File: src/hdl/gdr_pkg.sv
package gdr_pkg;

    localparam int YEAR_W  = 16;
    localparam int COUNT_W = 16;

    localparam logic [3:0]        MONTH_RESET = 4'd1;
    localparam logic [4:0]        DAY_RESET   = 5'd1;
    localparam logic [YEAR_W-1:0] YEAR_RESET  = YEAR_W'(2000);

    // command codes on the input tuser
    localparam logic [1:0] CMD_SET     = 2'd0;
    localparam logic [1:0] CMD_ADVANCE = 2'd1;
    localparam logic [1:0] CMD_COMPARE = 2'd2;

    // classified operation handed from front to back
    typedef enum logic [2:0] {
        OP_SET_OK,
        OP_SET_BAD,
        OP_ADVANCE,
        OP_COMPARE,
        OP_NOP
    } op_t;

    typedef struct packed {
        op_t                op;
        logic [3:0]         month;
        logic [4:0]         day;
        logic [YEAR_W-1:0]  year;
        logic [COUNT_W-1:0] count;
    } item_t;

    // stored date as seen by the top level
    typedef struct packed {
        logic [3:0]        month;
        logic [4:0]        day;
        logic [YEAR_W-1:0] year;
    } date_t;

    // 4/100/400 rule; divisibility by 25 via reciprocal multiply (exact for 16 bits)
    function automatic logic is_leap(input logic [YEAR_W-1:0] y);
        logic [32:0] prod;
        logic [11:0] q;
        logic [16:0] q25;
        logic        div25;
        prod  = {17'd0, y} * 33'd83887;
        q     = prod[32:21];
        q25   = {1'b0, q, 4'd0} + {2'b0, q, 3'd0} + {5'd0, q};
        div25 = (q25 == {1'b0, y});
        return ((y[1:0] == 2'd0) && !div25) || ((y[3:0] == 4'd0) && div25);
    endfunction

    // month length; zero for a month code outside 1..12
    function automatic logic [4:0] days_in(input logic [3:0] m, input logic [YEAR_W-1:0] y);
        logic [4:0] n;
        case (m)
            4'd1, 4'd3, 4'd5, 4'd7, 4'd8, 4'd10, 4'd12: n = 5'd31;
            4'd4, 4'd6, 4'd9, 4'd11:                    n = 5'd30;
            4'd2:    n = is_leap(y) ? 5'd29 : 5'd28;
            default: n = 5'd0;
        endcase
        return n;
    endfunction

    // days before the first of the month in a common year
    function automatic logic [8:0] cum_days(input logic [3:0] m);
        logic [8:0] c;
        case (m)
            4'd2:    c = 9'd31;
            4'd3:    c = 9'd59;
            4'd4:    c = 9'd90;
            4'd5:    c = 9'd120;
            4'd6:    c = 9'd151;
            4'd7:    c = 9'd181;
            4'd8:    c = 9'd212;
            4'd9:    c = 9'd243;
            4'd10:   c = 9'd273;
            4'd11:   c = 9'd304;
            4'd12:   c = 9'd334;
            default: c = 9'd0;
        endcase
        return c;
    endfunction

endpackage

File: src/hdl/gdr_front.sv
module gdr_front import gdr_pkg::*; (
    input  logic        s_tvalid,
    output logic        s_tready,
    input  logic [47:0] s_tdata,   // month[3:0], day[8:4], year[24:9], day_count[40:25]
    input  logic [1:0]  s_tuser,   // cmd[1:0]
    input  logic        q_full,
    output logic        push,
    output item_t       push_item
);

    logic [3:0]         month;
    logic [4:0]         day;
    logic [YEAR_W-1:0]  year;
    logic [COUNT_W-1:0] count;
    logic [4:0]         dim;
    logic               set_ok;

    assign month = s_tdata[3:0];
    assign day   = s_tdata[8:4];
    assign year  = s_tdata[24:9];
    assign count = s_tdata[40:25];

    // take a word whenever the queue has room
    assign s_tready = !q_full;
    assign push     = s_tvalid && !q_full;

    // set is checked here so the back end only loads
    assign dim    = days_in(month, year);
    assign set_ok = (dim != 5'd0) && (day != 5'd0) && (day <= dim);

    always_comb begin
        push_item.month = month;
        push_item.day   = day;
        push_item.year  = year;
        push_item.count = count;
        case (s_tuser)
            CMD_SET:     push_item.op = set_ok ? OP_SET_OK : OP_SET_BAD;
            CMD_ADVANCE: push_item.op = OP_ADVANCE;
            CMD_COMPARE: push_item.op = OP_COMPARE;
            default:     push_item.op = OP_NOP;
        endcase
    end

endmodule

File: src/hdl/gdr_queue.sv
module gdr_queue import gdr_pkg::*; (
    input  logic  aclk,
    input  logic  aresetn,
    input  logic  push,
    input  item_t push_item,
    input  logic  pop,
    output logic  full,
    output logic  q_valid,
    output item_t q_item
);

    item_t      mem [2];
    logic       wr_ptr_reg;
    logic       rd_ptr_reg;
    logic [1:0] fill_reg;

    assign full    = (fill_reg == 2'd2);
    assign q_valid = (fill_reg != 2'd0);
    assign q_item  = mem[rd_ptr_reg];

    // two-entry FIFO between classifier and executor
    always_ff @(posedge aclk) begin
        if (!aresetn) begin
            wr_ptr_reg <= 1'b0;
            rd_ptr_reg <= 1'b0;
            fill_reg   <= 2'd0;
        end else begin
            if (push) begin
                mem[wr_ptr_reg] <= push_item;
                wr_ptr_reg      <= !wr_ptr_reg;
            end
            if (pop) begin
                rd_ptr_reg <= !rd_ptr_reg;
            end
            if (push && !pop) begin
                fill_reg <= fill_reg + 2'd1;
            end else if (pop && !push) begin
                fill_reg <= fill_reg - 2'd1;
            end
        end
    end

endmodule

File: src/hdl/gdr_exec.sv
module gdr_exec import gdr_pkg::*; (
    input  logic        aclk,
    input  logic        aresetn,
    input  logic        q_valid,
    input  item_t       q_item,
    output logic        pop,
    output logic        m_tvalid,
    input  logic        m_tready,
    output logic [39:0] m_tdata,   // accepted[0], order[2:1], month[6:3], day[11:7],
                                   // year[27:12], ordinal_day[36:28]
    output date_t       status
);

    typedef enum logic [1:0] {
        ST_IDLE,
        ST_RUN,
        ST_DONE
    } state_t;

    localparam logic signed [1:0] ORD_LT = -2'sd1;
    localparam logic signed [1:0] ORD_EQ = 2'sd0;
    localparam logic signed [1:0] ORD_GT = 2'sd1;

    state_t             state_reg;
    logic [3:0]         month_reg;
    logic [4:0]         day_reg;
    logic [YEAR_W-1:0]  year_reg;
    logic [COUNT_W-1:0] count_reg;
    logic               acc_reg;
    logic signed [1:0]  ord_reg;
    logic               out_valid_reg;
    logic               out_acc_reg;
    logic signed [1:0]  out_ord_reg;
    logic [3:0]         out_month_reg;
    logic [4:0]         out_day_reg;
    logic [YEAR_W-1:0]  out_year_reg;
    logic [8:0]         out_ordinal_reg;

    logic [4:0]         dim;
    logic [COUNT_W:0]   sum;
    logic [COUNT_W-1:0] step;
    logic [8:0]         ordinal;
    logic [24:0]        stored_key;
    logic [24:0]        given_key;
    logic               out_load;

    assign pop = (state_reg == ST_IDLE) && q_valid;

    // output register takes a finished result when empty or being drained
    assign out_load = (state_reg == ST_DONE) && (!out_valid_reg || m_tready);

    // one month per cycle while advancing
    assign dim  = days_in(month_reg, year_reg);
    assign sum  = {{(COUNT_W-4){1'b0}}, day_reg} + {1'b0, count_reg};
    assign step = COUNT_W'(dim) - COUNT_W'(day_reg) + COUNT_W'(1);

    // day of year from the settled date
    assign ordinal = {4'd0, day_reg} + cum_days(month_reg)
                   + {8'd0, (month_reg > 4'd2) && is_leap(year_reg)};

    // year, month, day compare as one key
    assign stored_key = {year_reg, month_reg, day_reg};
    assign given_key  = {q_item.year, q_item.month, q_item.day};

    always_ff @(posedge aclk) begin
        if (!aresetn) begin
            state_reg     <= ST_IDLE;
            out_valid_reg <= 1'b0;
            month_reg     <= MONTH_RESET;
            day_reg       <= DAY_RESET;
            year_reg      <= YEAR_RESET;
        end else begin
            if (out_valid_reg && m_tready && !out_load) begin
                out_valid_reg <= 1'b0;
            end
            case (state_reg)
                ST_IDLE: begin
                    if (q_valid) begin
                        count_reg <= q_item.count;
                        case (q_item.op)
                            OP_SET_OK: begin
                                month_reg <= q_item.month;
                                day_reg   <= q_item.day;
                                year_reg  <= q_item.year;
                                acc_reg   <= 1'b1;
                                ord_reg   <= ORD_EQ;
                                state_reg <= ST_DONE;
                            end
                            OP_ADVANCE: begin
                                acc_reg   <= 1'b0;
                                ord_reg   <= ORD_EQ;
                                state_reg <= ST_RUN;
                            end
                            OP_COMPARE: begin
                                acc_reg   <= 1'b0;
                                state_reg <= ST_DONE;
                                if (stored_key < given_key) begin
                                    ord_reg <= ORD_LT;
                                end else if (stored_key == given_key) begin
                                    ord_reg <= ORD_EQ;
                                end else begin
                                    ord_reg <= ORD_GT;
                                end
                            end
                            default: begin
                                acc_reg   <= 1'b0;
                                ord_reg   <= ORD_EQ;
                                state_reg <= ST_DONE;
                            end
                        endcase
                    end
                end
                ST_RUN: begin
                    if (sum <= {{(COUNT_W-4){1'b0}}, dim}) begin
                        day_reg   <= sum[4:0];
                        state_reg <= ST_DONE;
                    end else begin
                        count_reg <= count_reg - step;
                        day_reg   <= 5'd1;
                        if (month_reg >= 4'd12) begin
                            month_reg <= 4'd1;
                            year_reg  <= year_reg + YEAR_W'(1);
                        end else begin
                            month_reg <= month_reg + 4'd1;
                        end
                    end
                end
                ST_DONE: begin
                    if (out_load) begin
                        out_valid_reg   <= 1'b1;
                        out_acc_reg     <= acc_reg;
                        out_ord_reg     <= ord_reg;
                        out_month_reg   <= month_reg;
                        out_day_reg     <= day_reg;
                        out_year_reg    <= year_reg;
                        out_ordinal_reg <= ordinal;
                        state_reg       <= ST_IDLE;
                    end
                end
                default: state_reg <= ST_IDLE;
            endcase
        end
    end

    assign m_tvalid = out_valid_reg;
    assign m_tdata  = {3'd0, out_ordinal_reg, out_year_reg, out_day_reg, out_month_reg,
                       out_ord_reg, out_acc_reg};

    assign status.month = month_reg;
    assign status.day   = day_reg;
    assign status.year  = year_reg;

endmodule

File: src/hdl/gregorian_date_register.sv
// Gregorian date register. Holds one date (reset 1/1/2000) and returns one result word per
// command word: set (loads only a real date, 4/100/400 leap rule), advance by an unsigned day
// count, or compare against a given date. A front end classifies and validates commands into
// a two-entry queue; the executor works one command at a time. Set, compare and the unused
// code go from the queue through the executor's done state into the output register; advance
// first walks the date one month boundary at a time in the executor's month-stepping loop.
// The input side keeps accepting while the queue has room; a result waiting in the output
// register holds the executor in its final step, so the queue fills and then stalls the input.
// The year wraps at 65535.
module gregorian_date_register import gdr_pkg::*; (
    input  logic        aclk,
    input  logic        aresetn,
    input  logic        s_tvalid,
    output logic        s_tready,
    input  logic [47:0] s_tdata,   // month_in[3:0], day_in[8:4], year_in[24:9],
                                   // day_count[40:25]
    input  logic [1:0]  s_tuser,   // cmd[1:0]
    output logic        m_tvalid,
    input  logic        m_tready,
    output logic [39:0] m_tdata    // accepted[0], order[2:1], cur_month[6:3], cur_day[11:7],
                                   // cur_year[27:12], ordinal_day[36:28]
);

    logic  push;
    item_t push_item;
    logic  q_full;
    logic  q_valid;
    item_t q_item;
    logic  pop;
    date_t status;

    gdr_front u_front (
        .s_tvalid  (s_tvalid),
        .s_tready  (s_tready),
        .s_tdata   (s_tdata),
        .s_tuser   (s_tuser),
        .q_full    (q_full),
        .push      (push),
        .push_item (push_item)
    );

    gdr_queue u_queue (
        .aclk      (aclk),
        .aresetn   (aresetn),
        .push      (push),
        .push_item (push_item),
        .pop       (pop),
        .full      (q_full),
        .q_valid   (q_valid),
        .q_item    (q_item)
    );

    gdr_exec u_exec (
        .aclk     (aclk),
        .aresetn  (aresetn),
        .q_valid  (q_valid),
        .q_item   (q_item),
        .pop      (pop),
        .m_tvalid (m_tvalid),
        .m_tready (m_tready),
        .m_tdata  (m_tdata),
        .status   (status)
    );

    // stored date is always a real calendar date
    assert property (@(posedge aclk) disable iff (!aresetn)
        (status.month >= 4'd1) && (status.month <= 4'd12) && (status.day != 5'd0)
        && (status.day <= days_in(status.month, status.year)))
        else $error("stored date out of range");

    // a loaded set never carries a compare outcome
    assert property (@(posedge aclk) disable iff (!aresetn)
        (m_tvalid && m_tdata[0]) |-> (m_tdata[2:1] == 2'd0))
        else $error("accepted result with nonzero order");

    // ordinal day within 1..366
    assert property (@(posedge aclk) disable iff (!aresetn)
        m_tvalid |-> ((m_tdata[36:28] != 9'd0) && (m_tdata[36:28] <= 9'd366)))
        else $error("ordinal day out of range");

endmodule

File: config.mk
export PLATFORM = sky130hd
export DESIGN_NAME = gregorian_date_register
export DESIGN_NICKNAME = d
export VERILOG_FILES = /design/src/hdl/gdr_pkg.sv /design/src/hdl/gdr_front.sv /design/src/hdl/gdr_queue.sv /design/src/hdl/gdr_exec.sv /design/src/hdl/gregorian_date_register.sv
export SDC_FILE = /design/constraint.sdc
export NUM_CORES = 1
export LEC_CHECK = 0
export ABC_AREA = 1
export ABC_CLOCK_PERIOD_IN_PS = 22200
export BUFFER_PORTS_ARGS = -buffer_cell sky130_fd_sc_hd__clkbuf_2
export CELL_PAD_IN_SITES_DETAIL_PLACEMENT = 1
export CELL_PAD_IN_SITES_GLOBAL_PLACEMENT = 2
export CORE_MARGIN = 5
export CORE_UTILIZATION = 44
export DETAILED_ROUTE_END_ITERATION = 6
export PLACE_DENSITY = 0.85
export SKIP_CTS_REPAIR_TIMING = 1
export SLEW_MARGIN = 5
export SYNTH_ARGS = -nofsm -noshare
export SYNTH_HDL_FRONTEND = slang
export SYNTH_SLANG_ARGS = --single-unit
File: constraint.sdc
create_clock -name aclk -period 22.2 [get_ports aclk]
set_input_delay 4.44 -clock aclk [delete_from_list [all_inputs] [get_ports aclk]]
set_output_delay 4.44 -clock aclk [all_outputs]
set_load 0.02 [all_outputs]
==> out/summary.txt <==
Result of the run: complete, no violations
Share of the synthesized area in the top cell type: 21.5%
Complex-gate fraction of the synthesized area: 8.39%
Layout fillers: 5,926
GR Overflow Total: 0
HPWL Detailed: 50,700 µm
Max FFs per register: 88
DR WL met2: 29,200 µm
Average wire per cell in the routed design: 18.7 µm
Commonest register cell after synthesis: edfxtp_1
Via count of the first global-routing pass: 18,300
Number of clock buffers inserted by TritonCTS: 17
Worst Skew: 11.9 ps
Detailed router's first-iteration violation count: 759
Fraction of registers with async set or reset after synthesis: 0%
Final Hold Slack: 423 ps
Maximum Capacitance Violations: 0
Topmost layer with routed signal wires: met5
Vias after detailed routing: 16,800
Routed WL: 59,800 µm
Core outline area: 50,000 µm²
Routed length on met1: 27,600 µm
Final worst-path cycle share: 59.9%
Register bit total from synthesis: 186
Cells taking the most area after synthesis: ha_1 (22%), fa_1 (20%), edfxtp_1 (20%)
Floorplan die height: 234 µm
Cell area after technology mapping: 22,200 µm²
ANT nets after route: 0
Register clock-pin slew on the reported worst setup and hold paths: 70 ps
Most frequent CP cell: nand2_1
Ratio of routed vias to standard cells: 5.25
Die ar.: 55,000 µm²
Setup Slack @ Placement: 8430 ps
Number of antenna violations at the first check in global routing: 5
Area added between synthesis and finish: 8.29%
Final Worst Setup Slack: 8900 ps
Critical Path Start Type: primary input
Root buffer cell: clkbuf_16
Port Buf Inserts: 85
Post-synthesis cell type with the largest combined area: ha_1
Xor-xnor portion of the synthesized cell area: 3.17%
Type of the worst setup path: primary input to flop
Final Max Tran Viols: 0
Post-route DRC: 0
Number of warnings issued by yosys: 0
Top reg by flops: u_queue.mem
EDFF count, synth: 144
All-layer global routing usage: 22.2%
Cell family contributing the most delay on the critical path: adder cells
Cells after synthesis: 2,433
Maximum count of clock buffers along a single path: 2
Clk sink count: 186
Starting density of the core: 44.4%
Share of cell area taken by muxes after synthesis: 1.13%
Number of nets in the final layout: 3,175
Number of top-level pins: 96
Maximum number of pins on one net before global-route repair: 40
Routability-driven placement congestion ratio: 0.881
Transition time of the tightest slew-check pin: 1160 ps
Number of hold-slack violations in the final timing report: 0
Clock network latency to the later pin of the worst-skew pair: 440 ps
Fraction of final layout cells sized beyond drive strength 1: 6.51%
Met3 Routed Length: 2090 µm
Die W: 234 µm
Critical path buffers and inverters: 4
H-Tree Level Count: 4
Length of the first detailed-routing pass in iterations: 5
Row Count: 82
Classification of the worst-slack hold path: flop to flop
Stage delay of the slowest cell on the critical path: 710 ps
Sequential fraction of the synthesis area: 23.3%
Adder-cell share of the synthesized area: 41.2%
Post-Syn Area per Cell: 9.11 µm²
CTS tree: built
Setup total negative slack: 0 ps
Post-synth cell types: 58
Fin crit period: 13,300 ps
Required time at the endpoint of the critical path: 22,370 ps
Element type at the critical path end: flop
Critical-path maximum fanout: 8
Endpoint arrival time on the critical path: 13,470 ps
Final setup vio count: 0
Main combinational cell family by area after synthesis: adder cells
Max Clock Freq: 75.2 MHz
Worst slew margin relative to its limit: 22.7%
Unrepaired setup endpoints after global routing: no
First-pass GRT wire length: 96,200 µm
Cell at the slowest stage of the critical path: fa_1
Synthesized-area fraction occupied by and/or/nand/nor cells: 13.1%
-- placed cells by master, fill, tap and decap left out, types with 4 or more instances in the layout --
cell type,count
dfxtp_1,41
nor4_1,7
buf_4,9
a31oi_1,6
edfxtp_1,144
clkbuf_16,17
a211oi_1,10
nand3_4,4
inv_1,523
nand2_1,347
nand3_1,98
o21bai_1,10
o21ai_0,88
nand3b_1,8
o21ai_1,4
nand3_2,5
o22ai_1,8
fa_1,218
a221oi_1,5
or2_2,6
clkbuf_2,85
a21o_1,10
mux2i_1,25
nand4_1,19
nor2_2,5
a21oi_1,152
and2_1,4
bufinv_16,4
xor2_1,46
nor3_1,27
xnor2_1,29
nor2_1,119
ha_1,381
nand2_2,5
o211ai_1,12
-- routing by layer --
layer,global-route usage [%],vias to the layer above
li1,-,8127
met1,30.3,8408
met2,38.7,245
met3,2.73,62
met4,3.87,6
met5,0,-
-- through the flow --
stage	util, %	std cells	instance area, µm²
2_1_floorplan	-	2435	22200
3_3_place_gp	46.8	3175	23400
3_5_place_dp	46.8	3175	23400
4_1_cts	48.0	3206	24000
5_1_grt	48.0	3206	24000
6_report	48.0	3208	24000
-- cell type report --
cell class	count	area (µm²)	share of cell area [%]
Sequential cell	186	5170	21.5
Tap cell	672	841	3.50
Timing Repair Buffer	94	493	2.05
Antenna cell	2	5.00	0.0209
Multi-Input combinational cell	1694	14900	62.0
Inverter	529	1990	8.30
Clock buffer	18	429	1.79
Clock inverter	13	190	0.792
-- final timing paths --
path	slack, ps	from	to	cells past startpoint
max	8900	s_tdata[19]	u_queue.mem[0][41]	41
min	420	u_exec.acc_reg	u_exec.out_acc_reg	0
max reg2reg	9430	u_exec.year_reg[4]	u_exec.count_reg[15]	52
min reg2reg	420	u_exec.acc_reg	u_exec.out_acc_reg	0
-- synthesized netlist by cell type (all sizes together) (2+ instances only) --
cell     count
edfxtp     144
buf         13
o311ai       3
xnor3        2
nand3b       8
a22oi        2
nor3        29
clkbuf      13
and2         4
dfxtp       42
o21a         3
ha         381
a21o        10
nand2      353
nor2       127
o31ai        3
a31oi        6
o211ai      12
clkinv       2
a221oi       5
nand4       19
o21ai       94
a21boi       3
or2          7
nand3      107
xnor2       29
xor2        46
o21bai      10
inv        527
nor4         7
o22ai        8
a211oi      10
a21oi      154
o2111ai      2
fa         218
mux2i       25
-- worst register-to-register path, delay by kind of cell, from the launching register on --
family | cells | cell delay, ps
flip-flops | 1 | 740
buffers and inverters | 8 | 840
AND/OR/NAND/NOR | 17 | 1680
adder cells (fa/ha/maj) | 11 | 5000
AO/OA/AOI/OAI | 14 | 3590
XOR/XNOR | 2 | 680
-- cells by family (layout without fill, tap and decap cells) --
logic type / after synthesis / in the layout
AOI/OAI and AO/OA: 328 / 328
xor gates and xnor gates: 77 / 77
muxes: 25 / 25
and+or+nand+nor: 662 / 662
adders and majority gates: 599 / 599
DFF: 186 / 186
buffers and inverters: 555 / 654
other: 1 / 5
Power is not shown: default switching activity piles up to over one toggle a cycle in this logic, so the estimate is an artifact.
